<file path="config.mk">
export PLATFORM = sky130hd
export DESIGN_NAME = radix_string_converter_unit
export DESIGN_NICKNAME = d
export VERILOG_FILES = /design/src/rtl/rsc_pkg.sv /design/src/rtl/rsc_front.sv /design/src/rtl/rsc_queue.sv /design/src/rtl/rsc_back.sv /design/src/rtl/radix_string_converter_unit.sv
export SDC_FILE = /design/constraint.sdc
export NUM_CORES = 1
export LEC_CHECK = 0
export BUFFER_PORTS_ARGS = -buffer_cell sky130_fd_sc_hd__buf_2
export CORE_ASPECT_RATIO = 0.75
export CORE_UTILIZATION = 63
export DETAILED_ROUTE_END_ITERATION = 12
export PLACE_DENSITY = 0.81
export SKIP_CTS_REPAIR_TIMING = 1
export SLEW_MARGIN = 20
export SYNTH_ARGS = -nofsm -noshare
export SYNTH_HDL_FRONTEND = slang
export SYNTH_SLANG_ARGS = --single-unit
</file>
<file path="constraint.sdc">
create_clock -name i_clk -period 7.9 [get_ports i_clk]
set_input_delay 0.395 -clock i_clk [delete_from_list [all_inputs] [get_ports i_clk]]
set_output_delay 0.395 -clock i_clk [all_outputs]
set_load 0.005 [all_outputs]
</file>
<file path="src/rtl/rsc_pkg.sv">
// Shared types, constants and helpers of the radix string converter.
package rsc_pkg;

    // Defaults of the top-level parameters.
    localparam int MAX_SYMBOLS_DEF = 16;
    localparam int VALUE_BITS_DEF  = 31;

    // Fixed field widths.
    localparam int CHAR_W    = 8;
    localparam int DIGIT_W   = 4;
    localparam int BASE_W    = 5;
    localparam int CFG_W     = 64;
    localparam int CFG_IDX_W = 3;
    localparam int STATUS_W  = 2;
    localparam int SYMS_W    = 2 * CFG_W;

    // Depth of the queue between the front and the back.
    localparam int QUEUE_DEPTH = 2;

    // Special characters.
    localparam logic [CHAR_W-1:0] MINUS_CHAR = 8'd45;
    localparam logic [CHAR_W-1:0] ZERO_CHAR  = 8'd48;

    // Configuration register indexes.
    typedef enum logic [CFG_IDX_W-1:0] {
        REG_SRC_LO   = 3'd0,
        REG_SRC_HI   = 3'd1,
        REG_SRC_BASE = 3'd2,
        REG_TGT_LO   = 3'd3,
        REG_TGT_HI   = 3'd4,
        REG_TGT_BASE = 3'd5
    } t_reg_idx;

    // Result status codes.
    localparam logic [STATUS_W-1:0] ST_OK        = 2'd0;
    localparam logic [STATUS_W-1:0] ST_BAD_DIGIT = 2'd1;
    localparam logic [STATUS_W-1:0] ST_OVERFLOW  = 2'd2;

    // Class of one input character after lookup.
    typedef enum logic [1:0] {
        K_DIGIT = 2'd0,
        K_MINUS = 2'd1,
        K_BAD   = 2'd2
    } t_kind;

    // Classified item handed from the front to the back.
    typedef struct packed {
        t_kind              kind;
        logic [DIGIT_W-1:0] digit;
        logic               last;
    } t_class_item;

    // Clamp a base register into the range lo..hi.
    function automatic logic [BASE_W-1:0] clamp_base(input logic [BASE_W-1:0] b,
                                                     input logic [BASE_W-1:0] lo,
                                                     input logic [BASE_W-1:0] hi);
        logic [BASE_W-1:0] r;
        r = b;
        if (b < lo) begin
            r = lo;
        end else if (b > hi) begin
            r = hi;
        end
        return r;
    endfunction

endpackage

</file>
<file path="src/rtl/rsc_front.sv">
// Front end: accepts characters and classifies them against the source alphabet.
module rsc_front #(
    parameter int MAX_SYMBOLS = rsc_pkg::MAX_SYMBOLS_DEF
) (
    input  logic                              i_clk,
    input  logic                              i_rst_n,
    input  logic                              push,
    output logic                              full,
    input  logic [rsc_pkg::CHAR_W-1:0]        i_in_char,
    input  logic                              i_in_final,
    input  logic [rsc_pkg::SYMS_W-1:0]        i_src_symbols,
    input  logic [rsc_pkg::BASE_W-1:0]        i_src_base,
    input  logic                              i_q_full,
    output logic                              o_q_push,
    output rsc_pkg::t_class_item              o_item
);

    logic                          r_first_seen;
    logic                          n_first_seen;
    logic                          w_found;
    logic [rsc_pkg::DIGIT_W-1:0]   w_digit;

    assign full     = i_q_full;
    assign o_q_push = push && !i_q_full;

    // Lowest matching symbol among the active part of the alphabet.
    always_comb begin
        w_found = 1'b0;
        w_digit = '0;
        for (int k = MAX_SYMBOLS - 1; k >= 0; k--) begin
            if ((rsc_pkg::BASE_W'(k) < i_src_base) &&
                (i_src_symbols[k*rsc_pkg::CHAR_W +: rsc_pkg::CHAR_W] == i_in_char)) begin
                w_found = 1'b1;
                w_digit = rsc_pkg::DIGIT_W'(k);
            end
        end
    end

    // A minus is a sign only as the first character of a run.
    always_comb begin
        o_item.last  = i_in_final;
        o_item.digit = w_digit;
        if (!r_first_seen && (i_in_char == rsc_pkg::MINUS_CHAR)) begin
            o_item.kind = rsc_pkg::K_MINUS;
        end else if (w_found) begin
            o_item.kind = rsc_pkg::K_DIGIT;
        end else begin
            o_item.kind = rsc_pkg::K_BAD;
        end
    end

    // Track the start of a run: cleared after the final character.
    always_comb begin
        n_first_seen = r_first_seen;
        if (o_q_push) begin
            n_first_seen = !i_in_final;
        end
    end

    always_ff @(posedge i_clk) begin
        if (!i_rst_n) begin
            r_first_seen <= 1'b0;
        end else begin
            r_first_seen <= n_first_seen;
        end
    end

endmodule

</file>
<file path="src/rtl/rsc_queue.sv">
// Short first-in first-out queue of classified items between front and back.
module rsc_queue #(
    parameter int WIDTH = 8,
    parameter int DEPTH = rsc_pkg::QUEUE_DEPTH
) (
    input  logic             i_clk,
    input  logic             i_rst_n,
    input  logic             i_push,
    input  logic [WIDTH-1:0] i_data,
    output logic             o_full,
    input  logic             i_pop,
    output logic             o_empty,
    output logic [WIDTH-1:0] o_data
);

    localparam int PTR_W = (DEPTH > 1) ? $clog2(DEPTH) : 1;
    localparam int CNT_W = $clog2(DEPTH + 1);

    logic [WIDTH-1:0] r_mem [DEPTH];
    logic [PTR_W-1:0] r_wr_ptr, n_wr_ptr;
    logic [PTR_W-1:0] r_rd_ptr, n_rd_ptr;
    logic [CNT_W-1:0] r_count, n_count;
    logic             w_do_push;
    logic             w_do_pop;

    assign o_full    = (r_count == CNT_W'(DEPTH));
    assign o_empty   = (r_count == '0);
    assign o_data    = r_mem[r_rd_ptr];
    assign w_do_push = i_push && !o_full;
    assign w_do_pop  = i_pop && !o_empty;

    // Pointer and fill count update.
    always_comb begin
        n_wr_ptr = r_wr_ptr;
        n_rd_ptr = r_rd_ptr;
        n_count  = r_count;
        if (w_do_push) begin
            n_wr_ptr = (r_wr_ptr == PTR_W'(DEPTH - 1)) ? '0 : r_wr_ptr + 1'b1;
        end
        if (w_do_pop) begin
            n_rd_ptr = (r_rd_ptr == PTR_W'(DEPTH - 1)) ? '0 : r_rd_ptr + 1'b1;
        end
        if (w_do_push && !w_do_pop) begin
            n_count = r_count + 1'b1;
        end else if (!w_do_push && w_do_pop) begin
            n_count = r_count - 1'b1;
        end
    end

    always_ff @(posedge i_clk) begin
        if (!i_rst_n) begin
            r_wr_ptr <= '0;
            r_rd_ptr <= '0;
            r_count  <= '0;
        end else begin
            r_wr_ptr <= n_wr_ptr;
            r_rd_ptr <= n_rd_ptr;
            r_count  <= n_count;
        end
    end

    // Storage write.
    always_ff @(posedge i_clk) begin
        if (w_do_push) begin
            r_mem[r_wr_ptr] <= i_data;
        end
    end

endmodule

</file>
<file path="src/rtl/rsc_back.sv">
// Back end: accumulates digits, converts to the target base and emits characters.
module rsc_back #(
    parameter int VALUE_BITS = rsc_pkg::VALUE_BITS_DEF
) (
    input  logic                             i_clk,
    input  logic                             i_rst_n,
    input  logic                             i_q_empty,
    input  rsc_pkg::t_class_item             i_item,
    output logic                             o_q_pop,
    input  logic [rsc_pkg::BASE_W-1:0]       i_src_base,
    input  logic [rsc_pkg::BASE_W-1:0]       i_tgt_base,
    input  logic [rsc_pkg::SYMS_W-1:0]       i_tgt_symbols,
    output logic                             empty,
    input  logic                             pop,
    output logic [rsc_pkg::CHAR_W-1:0]       o_out_char,
    output logic                             o_out_final,
    output logic [rsc_pkg::STATUS_W-1:0]     o_status
);

    localparam int IX_W   = $clog2(VALUE_BITS);
    localparam int PROD_W = VALUE_BITS + rsc_pkg::BASE_W + 1;
    localparam int TRY_W  = rsc_pkg::DIGIT_W + 1;

    typedef enum logic [4:0] {
        S_ACC  = 5'b00001,
        S_ONE  = 5'b00010,
        S_DIV  = 5'b00100,
        S_SIGN = 5'b01000,
        S_EMIT = 5'b10000
    } t_state;

    // Control state.
    t_state                         r_state, n_state;
    logic [VALUE_BITS-1:0]          r_acc, n_acc;
    logic                           r_neg, n_neg;
    logic [rsc_pkg::STATUS_W-1:0]   r_err, n_err;
    logic                           r_out_valid, n_out_valid;

    // Payload and loop registers.
    logic [rsc_pkg::CHAR_W-1:0]     r_out_char, n_out_char;
    logic                           r_out_final, n_out_final;
    logic [rsc_pkg::STATUS_W-1:0]   r_out_status, n_out_status;
    logic [rsc_pkg::DIGIT_W-1:0]    r_rem, n_rem;
    logic [IX_W-1:0]                r_bit, n_bit;
    logic [IX_W-1:0]                r_n, n_n;
    logic [IX_W-1:0]                r_idx, n_idx;
    logic [rsc_pkg::DIGIT_W-1:0]    r_buf [VALUE_BITS];
    logic                           w_buf_we;

    logic [PROD_W-1:0]              w_prod;
    logic                           w_ovf;
    logic [TRY_W-1:0]               w_try;
    logic                           w_ge;
    logic [rsc_pkg::DIGIT_W-1:0]    w_new_rem;
    logic [VALUE_BITS-1:0]          w_new_quo;
    logic                           w_out_free;
    logic [rsc_pkg::DIGIT_W-1:0]    w_emit_digit;

    assign empty       = !r_out_valid;
    assign o_out_char  = r_out_char;
    assign o_out_final = r_out_final;
    assign o_status    = r_out_status;
    assign w_out_free  = !r_out_valid || pop;

    // Multiply-accumulate of one source digit with overflow detection.
    assign w_prod = PROD_W'(r_acc) * PROD_W'(i_src_base) + PROD_W'(i_item.digit);
    assign w_ovf  = |w_prod[PROD_W-1:VALUE_BITS];

    // One restoring division step: bring down the next dividend bit.
    assign w_try     = {r_rem, r_acc[VALUE_BITS-1]};
    assign w_ge      = rsc_pkg::BASE_W'(w_try) >= i_tgt_base;
    assign w_new_rem = w_ge ? rsc_pkg::DIGIT_W'(rsc_pkg::BASE_W'(w_try) - i_tgt_base)
                            : rsc_pkg::DIGIT_W'(w_try);
    assign w_new_quo = {r_acc[VALUE_BITS-2:0], w_ge};

    assign w_emit_digit = r_buf[r_idx];
    assign o_q_pop      = (r_state == S_ACC) && !i_q_empty;

    // Sequencer.
    always_comb begin
        n_state      = r_state;
        n_acc        = r_acc;
        n_neg        = r_neg;
        n_err        = r_err;
        n_out_valid  = r_out_valid && !pop;
        n_out_char   = r_out_char;
        n_out_final  = r_out_final;
        n_out_status = r_out_status;
        n_rem        = r_rem;
        n_bit        = r_bit;
        n_n          = r_n;
        n_idx        = r_idx;
        w_buf_we     = 1'b0;
        case (r_state)
            S_ACC: begin
                if (!i_q_empty) begin
                    case (i_item.kind)
                        rsc_pkg::K_MINUS: begin
                            n_neg = 1'b1;
                        end
                        rsc_pkg::K_DIGIT: begin
                            if (r_err == rsc_pkg::ST_OK) begin
                                if (w_ovf) begin
                                    n_err = rsc_pkg::ST_OVERFLOW;
                                end else begin
                                    n_acc = w_prod[VALUE_BITS-1:0];
                                end
                            end
                        end
                        default: begin
                            n_err = rsc_pkg::ST_BAD_DIGIT;
                        end
                    endcase
                    // The last character starts the result phase.
                    if (i_item.last) begin
                        if ((n_err != rsc_pkg::ST_OK) || (n_acc == '0)) begin
                            n_state = S_ONE;
                        end else begin
                            n_state = S_DIV;
                            n_rem   = '0;
                            n_bit   = '0;
                            n_n     = '0;
                        end
                    end
                end
            end
            S_ONE: begin
                if (w_out_free) begin
                    n_out_valid  = 1'b1;
                    n_out_char   = (r_err == rsc_pkg::ST_OK) ? rsc_pkg::ZERO_CHAR : '0;
                    n_out_final  = 1'b1;
                    n_out_status = r_err;
                    n_acc        = '0;
                    n_neg        = 1'b0;
                    n_err        = rsc_pkg::ST_OK;
                    n_state      = S_ACC;
                end
            end
            S_DIV: begin
                n_acc = w_new_quo;
                n_rem = w_new_rem;
                n_bit = r_bit + 1'b1;
                if (r_bit == IX_W'(VALUE_BITS - 1)) begin
                    // One target digit is complete.
                    w_buf_we = 1'b1;
                    n_n      = r_n + 1'b1;
                    n_rem    = '0;
                    n_bit    = '0;
                    if ((w_new_quo == '0) || (r_n == IX_W'(VALUE_BITS - 1))) begin
                        n_idx   = r_n;
                        n_acc   = '0;
                        n_state = r_neg ? S_SIGN : S_EMIT;
                    end
                end
            end
            S_SIGN: begin
                if (w_out_free) begin
                    n_out_valid  = 1'b1;
                    n_out_char   = rsc_pkg::MINUS_CHAR;
                    n_out_final  = 1'b0;
                    n_out_status = rsc_pkg::ST_OK;
                    n_state      = S_EMIT;
                end
            end
            S_EMIT: begin
                if (w_out_free) begin
                    n_out_valid  = 1'b1;
                    n_out_char   = i_tgt_symbols[w_emit_digit*rsc_pkg::CHAR_W +: rsc_pkg::CHAR_W];
                    n_out_final  = (r_idx == '0);
                    n_out_status = rsc_pkg::ST_OK;
                    if (r_idx == '0) begin
                        n_neg   = 1'b0;
                        n_err   = rsc_pkg::ST_OK;
                        n_state = S_ACC;
                    end else begin
                        n_idx = r_idx - 1'b1;
                    end
                end
            end
            default: begin
                n_state = S_ACC;
            end
        endcase
    end

    always_ff @(posedge i_clk) begin
        if (!i_rst_n) begin
            r_state     <= S_ACC;
            r_acc       <= '0;
            r_neg       <= 1'b0;
            r_err       <= rsc_pkg::ST_OK;
            r_out_valid <= 1'b0;
        end else begin
            r_state     <= n_state;
            r_acc       <= n_acc;
            r_neg       <= n_neg;
            r_err       <= n_err;
            r_out_valid <= n_out_valid;
        end
    end

    // Payload and loop registers need no reset.
    always_ff @(posedge i_clk) begin
        r_out_char   <= n_out_char;
        r_out_final  <= n_out_final;
        r_out_status <= n_out_status;
        r_rem        <= n_rem;
        r_bit        <= n_bit;
        r_n          <= n_n;
        r_idx        <= n_idx;
        if (w_buf_we) begin
            r_buf[r_n] <= w_new_rem;
        end
    end

endmodule

</file>
<file path="src/rtl/radix_string_converter_unit.sv">
// Top level of the radix string converter: configuration registers, front, queue and back.
//
// Characters enter through push/full and may arrive one per cycle while the
// two-entry queue has room; the back end takes one queued character per cycle
// while it accumulates and folds it into the accumulator with a single
// multiply-add. After the last character of a run, the back end converts the
// value by restoring division, one quotient bit per cycle, a pass over all
// VALUE_BITS bits of the value (31 by default) for each target digit, and then
// emits one character per cycle while the consumer pops, with a leading minus
// sign for a negative run; an error result or a zero value gives a single
// character. New characters keep being queued meanwhile until the queue fills.
// Configuration is written through i_cfg_we, i_cfg_idx and i_cfg_data; the user
// must do so only while the block is idle, which the block itself does not
// enforce.
module radix_string_converter_unit #(
    parameter int MAX_SYMBOLS = rsc_pkg::MAX_SYMBOLS_DEF,
    parameter int VALUE_BITS  = rsc_pkg::VALUE_BITS_DEF
) (
    input  logic                             i_clk,
    input  logic                             i_rst_n,
    input  logic                             push,
    output logic                             full,
    input  logic [rsc_pkg::CHAR_W-1:0]       i_in_char,
    input  logic                             i_in_final,
    output logic                             empty,
    input  logic                             pop,
    output logic [rsc_pkg::CHAR_W-1:0]       o_out_char,
    output logic                             o_out_final,
    output logic [rsc_pkg::STATUS_W-1:0]     o_status,
    input  logic                             i_cfg_we,
    input  logic [rsc_pkg::CFG_IDX_W-1:0]    i_cfg_idx,
    input  logic [rsc_pkg::CFG_W-1:0]        i_cfg_data
);

    localparam int ITEM_W = $bits(rsc_pkg::t_class_item);

    logic [rsc_pkg::CFG_W-1:0]  r_src_lo, r_src_hi, r_tgt_lo, r_tgt_hi;
    logic [rsc_pkg::BASE_W-1:0] r_src_base, r_tgt_base;
    logic [rsc_pkg::BASE_W-1:0] w_src_base, w_tgt_base;

    rsc_pkg::t_class_item w_front_item;
    rsc_pkg::t_class_item w_q_item;
    logic [ITEM_W-1:0]    w_q_wdata;
    logic [ITEM_W-1:0]    w_q_rdata;
    logic                 w_q_push;
    logic                 w_q_full;
    logic                 w_q_pop;
    logic                 w_q_empty;

    // Configuration registers.
    always_ff @(posedge i_clk) begin
        if (!i_rst_n) begin
            r_src_lo   <= '0;
            r_src_hi   <= '0;
            r_src_base <= rsc_pkg::BASE_W'(10);
            r_tgt_lo   <= '0;
            r_tgt_hi   <= '0;
            r_tgt_base <= rsc_pkg::BASE_W'(10);
        end else if (i_cfg_we) begin
            case (i_cfg_idx)
                rsc_pkg::REG_SRC_LO:   r_src_lo   <= i_cfg_data;
                rsc_pkg::REG_SRC_HI:   r_src_hi   <= i_cfg_data;
                rsc_pkg::REG_SRC_BASE: r_src_base <= i_cfg_data[rsc_pkg::BASE_W-1:0];
                rsc_pkg::REG_TGT_LO:   r_tgt_lo   <= i_cfg_data;
                rsc_pkg::REG_TGT_HI:   r_tgt_hi   <= i_cfg_data;
                rsc_pkg::REG_TGT_BASE: r_tgt_base <= i_cfg_data[rsc_pkg::BASE_W-1:0];
                default: begin
                end
            endcase
        end
    end

    // Bases held inside their legal ranges.
    assign w_src_base = rsc_pkg::clamp_base(r_src_base, rsc_pkg::BASE_W'(1),
                                            rsc_pkg::BASE_W'(MAX_SYMBOLS));
    assign w_tgt_base = rsc_pkg::clamp_base(r_tgt_base, rsc_pkg::BASE_W'(2),
                                            rsc_pkg::BASE_W'(MAX_SYMBOLS));

    rsc_front #(
        .MAX_SYMBOLS (MAX_SYMBOLS)
    ) u_front (
        .i_clk         (i_clk),
        .i_rst_n       (i_rst_n),
        .push          (push),
        .full          (full),
        .i_in_char     (i_in_char),
        .i_in_final    (i_in_final),
        .i_src_symbols ({r_src_hi, r_src_lo}),
        .i_src_base    (w_src_base),
        .i_q_full      (w_q_full),
        .o_q_push      (w_q_push),
        .o_item        (w_front_item)
    );

    assign w_q_wdata = w_front_item;

    rsc_queue #(
        .WIDTH (ITEM_W),
        .DEPTH (rsc_pkg::QUEUE_DEPTH)
    ) u_queue (
        .i_clk   (i_clk),
        .i_rst_n (i_rst_n),
        .i_push  (w_q_push),
        .i_data  (w_q_wdata),
        .o_full  (w_q_full),
        .i_pop   (w_q_pop),
        .o_empty (w_q_empty),
        .o_data  (w_q_rdata)
    );

    assign w_q_item = rsc_pkg::t_class_item'(w_q_rdata);

    rsc_back #(
        .VALUE_BITS (VALUE_BITS)
    ) u_back (
        .i_clk         (i_clk),
        .i_rst_n       (i_rst_n),
        .i_q_empty     (w_q_empty),
        .i_item        (w_q_item),
        .o_q_pop       (w_q_pop),
        .i_src_base    (w_src_base),
        .i_tgt_base    (w_tgt_base),
        .i_tgt_symbols ({r_tgt_hi, r_tgt_lo}),
        .empty         (empty),
        .pop           (pop),
        .o_out_char    (o_out_char),
        .o_out_final   (o_out_final),
        .o_status      (o_status)
    );

    // An error result carries a zero character and closes its run.
    a_error_result: assert property (@(posedge i_clk) disable iff (!i_rst_n)
        (!empty && (o_status != rsc_pkg::ST_OK)) |-> ((o_out_char == '0) && o_out_final))
        else $error("error result with a character or without the final mark");

    // Only defined status codes leave the block.
    a_status_code: assert property (@(posedge i_clk) disable iff (!i_rst_n)
        !empty |-> ((o_status == rsc_pkg::ST_OK) || (o_status == rsc_pkg::ST_BAD_DIGIT) ||
                    (o_status == rsc_pkg::ST_OVERFLOW)))
        else $error("undefined status code on the result ports");

    // The front never writes into a full queue.
    a_queue_no_overflow: assert property (@(posedge i_clk) disable iff (!i_rst_n)
        w_q_push |-> !w_q_full)
        else $error("item pushed into a full queue");

    // No result is pending right after a reset cycle.
    a_reset_empty: assert property (@(posedge i_clk)
        !i_rst_n |=> empty)
        else $error("result pending after reset");

endmodule

</file>
==> out/summary.txt <==
Area Overhead vs Synth: 7.428%
Yosys cell types: 77
GRT Util Overall: 0.3513
highest metal used: met5
Final Hold Viols: 0
Pre-antenna DRT Iters: 6
worst slew pin tran: 1.053 ns
Core ar.: 0.04335 mm²
outcome: complete, no violations
via count: 23050
Die ar.: 0.04484 mm²
multi-input logic area: 0.01497 mm²
FP Rows: 66
crit share post-route: 0.8877
Post-DRT Antenna Nets: 0
nets in the synthesized netlist: 3340
leading post-synthesis cells by instance count: nand2_1, a21oi_1, dfxtp_1, edfxtp_1, inv_1
setup TNS: 0 ns
top-area cell type share of the netlist area: 0.2290
Via density: 6.261
met1 wire length: 33770 µm
Max Cap Viol: 0
syn avg cell area: 9.000 µm²
Crit path arrival time: 7.23 ns
YS warnings: 0
met3 wire length: 8853 µm
Post-DP Area: 0.02838 mm²
Setup violations, final: 0
fin crit period: 7.012 ns
Total Routed Length: 79930 µm
placed instance count: 3594
Iter 0 DRT Violations: 3100
routed length per instance: 21.71 µm
synth top area cells: dfxtp_1, edfxtp_1, nand2_1
met2 routed WL: 35150 µm
share of layout cells above drive strength 1: 0.08201
DP HPWL: 55960 µm
Finished Core Util: 0.6866
CTS tree: done
maximum VDD drop: 207.3 µV
Vert. Die Dim: 183.6 µm
top_reg_cell synth: dfxtp_1
Setup CP Type: register to register
initial antenna violation count: 6
Yosys reg bits: 485
die width: 244.2 µm
Sink Count: 485
Highest Clock Rate: 142.6 MHz
PD cells: 233.0 mW/mm²
mapped cell area: 0.02771 mm²
async set or reset register ratio after synthesis: 0
number of fill cells: 3344
Crit Path Max Fanout: 19
RSZ-0062 raised after global routing: false
Post-Layout Cell Count: 3681
sequential area share after synthesis: 0.4111
GP Congestion: 0.9952
P_leak: 11.36 nW
Worst Clk Skew: 0.01848 ns
Num CTS Buffers: 44
max-slew violation count: 0
DRC Markers: 0
Worst Path Required: 8.12 ns
min-delay worst type: input port to register
Overflow after GRT: 0
root buf cell: clkbuf_16
clk slew on worst S/H paths: 0.06 ns
port buffer count: 93
initial core utilization: 0.6392
depth of the CTS H-tree: 2
clk_lat worst skew: 0.56 ns
largest area contributor in the netlist: dfxtp_1
count leader, synth: nand2_1
Worst slew margin: 0.2951
IO Count: 94
largest net degree at the start of global routing: 108
startpoint type of the worst setup path: register
design area: 0.02977 mm²
Register Area: 0.01139 mm²
EDFF count, synth: 168
Worst setup EP type: register
first-pass GRT wire length: 122100 µm
Cells after Synth: 3079
worst-case clock buffer depth: 3
Nets: 3323
vias in the first global route: 21430
flip-flops by register name, indices dropped and copies added (netlist names), 8 cells and up, named ones only:
| signal | cells |
|---|---|
| u_back.r_acc | 31 |
| u_back.o_out_char | 8 |
| u_queue.r_mem | 14 |
| r_tgt_lo | 64 |
| r_src_lo | 64 |
| r_tgt_hi | 64 |
| u_back.r_buf | 124 |
| r_src_hi | 64 |
stage by stage:
stage          hold slack, ns  worst slack [ns]  power [W]
6_report              0.06340            0.8875   0.006936
5_1_grt               0.05450            0.5108   0.007220
4_1_cts               0.04057             1.030   0.006870
3_5_place_dp           0.4435             1.039   0.004829
3_3_place_gp           0.4380             1.185   0.004752
2_1_floorplan          0.4318             1.873   0.004229
cell type report:
type                    instances  share of cell area
repair buffers                123             0.02320
diodes                          6           0.0005044
flip-flops and latches        485              0.3827
clock inverters                22            0.005884
clock buffers                  59             0.04022
well taps                     578             0.02429
multi-input cells            2248              0.5028
inverters                     160             0.02043
power by group:
group / switching (W) / total [W] / internal [W]
registers: 0.000163 / 0.00289 / 0.00273
logic: 0.00128 / 0.00196 / 0.000677
clock network: 0.000947 / 0.00208 / 0.00114
worst max-delay path, stage by stage, from the launching register on:
cell and delay [ns]:
dfxtp_1 0.43, inv_1 0.19, nor2_1 0.54, buf_4 0.38, and2_1 0.19, fa_1 0.43
fa_1 0.50, inv_1 0.05, fa_1 0.48, inv_1 0.05, ha_1 0.34, nand2_1 0.08
o31ai_2 0.51, nand4_1 0.27, a21boi_0 0.50, o211ai_1 0.21, nand3_1 0.14, nand4_1 0.11
buf_4 0.21, o211a_1 0.23, a41oi_1 0.43, a21o_1 0.42
path summary, 6_finish.rpt:
check	cells past startpoint	endpoint	start	slack [ns]
worst min register to register	2	r_tgt_lo[25]$_SDFFE_PN0P_	r_tgt_lo[25]$_SDFFE_PN0P_	0.45
worst max-delay path	21	u_back.r_rem[3]$_SDFFCE_PN0P_	r_src_base[3]$_SDFFE_PN1P_	0.89
worst min-delay path	1	u_queue.r_mem[0][0]$_DFFE_PP_	i_in_final	0.06
worst max register to register	21	u_back.r_rem[3]$_SDFFCE_PN0P_	r_src_base[3]$_SDFFE_PN1P_	0.89
metal layers:
layer | GRT usage | vias up
met4 | 0.1115 | 2
li1 | - | 10480
met5 | 0 | -
met2 | 0.5192 | 1275
met3 | 0.07459 | 170
met1 | 0.5142 | 11120
cells by family (layout without fill, tap and decap cells):
kind of cell             Yosys count  after routing  synth area share
XOR/XNOR                         169            169           0.05342
AND/OR/NAND/NOR                 1150           1150            0.1892
other                              0              6                 0
adder cells (fa/ha/maj)          180            180            0.1062
AO/OA/AOI/OAI                    635            635            0.1303
flip-flops                       485            485            0.4111
multiplexers                     114            114           0.05897
buffers and inverters            346            364           0.05089
cell usage in the layout (no fill, tap or decap), types with 7 or more instances in the layout:
master	Yosys	layout
nand3_1	49	47
buf_4	9	30
buf_2	17	93
a31oi_1	13	13
a21o_1	15	15
clkinv_1	0	8
nor2_1	141	141
nor4_1	33	33
inv_1	159	159
and3_1	14	12
fa_1	92	92
and2_1	154	152
xor2_1	85	85
mux4_2	31	31
clkbuf_16	0	44
nor3_1	30	30
clkinv_2	0	7
clkbuf_1	149	11
xnor2_1	84	84
or3_1	8	8
o21a_1	9	9
mux2i_1	68	67
o211ai_1	12	12
nor2b_1	25	24
nand2_1	623	621
edfxtp_1	168	168
a211oi_1	33	33
o21ai_0	98	98
a221oi_1	13	13
ha_1	88	88
a21oi_1	380	377
a22oi_1	16	16
nand4_1	34	34
mux2_2	9	9
dfxtp_1	317	316
No activity file was read; power rests on OpenSTA's default activity.
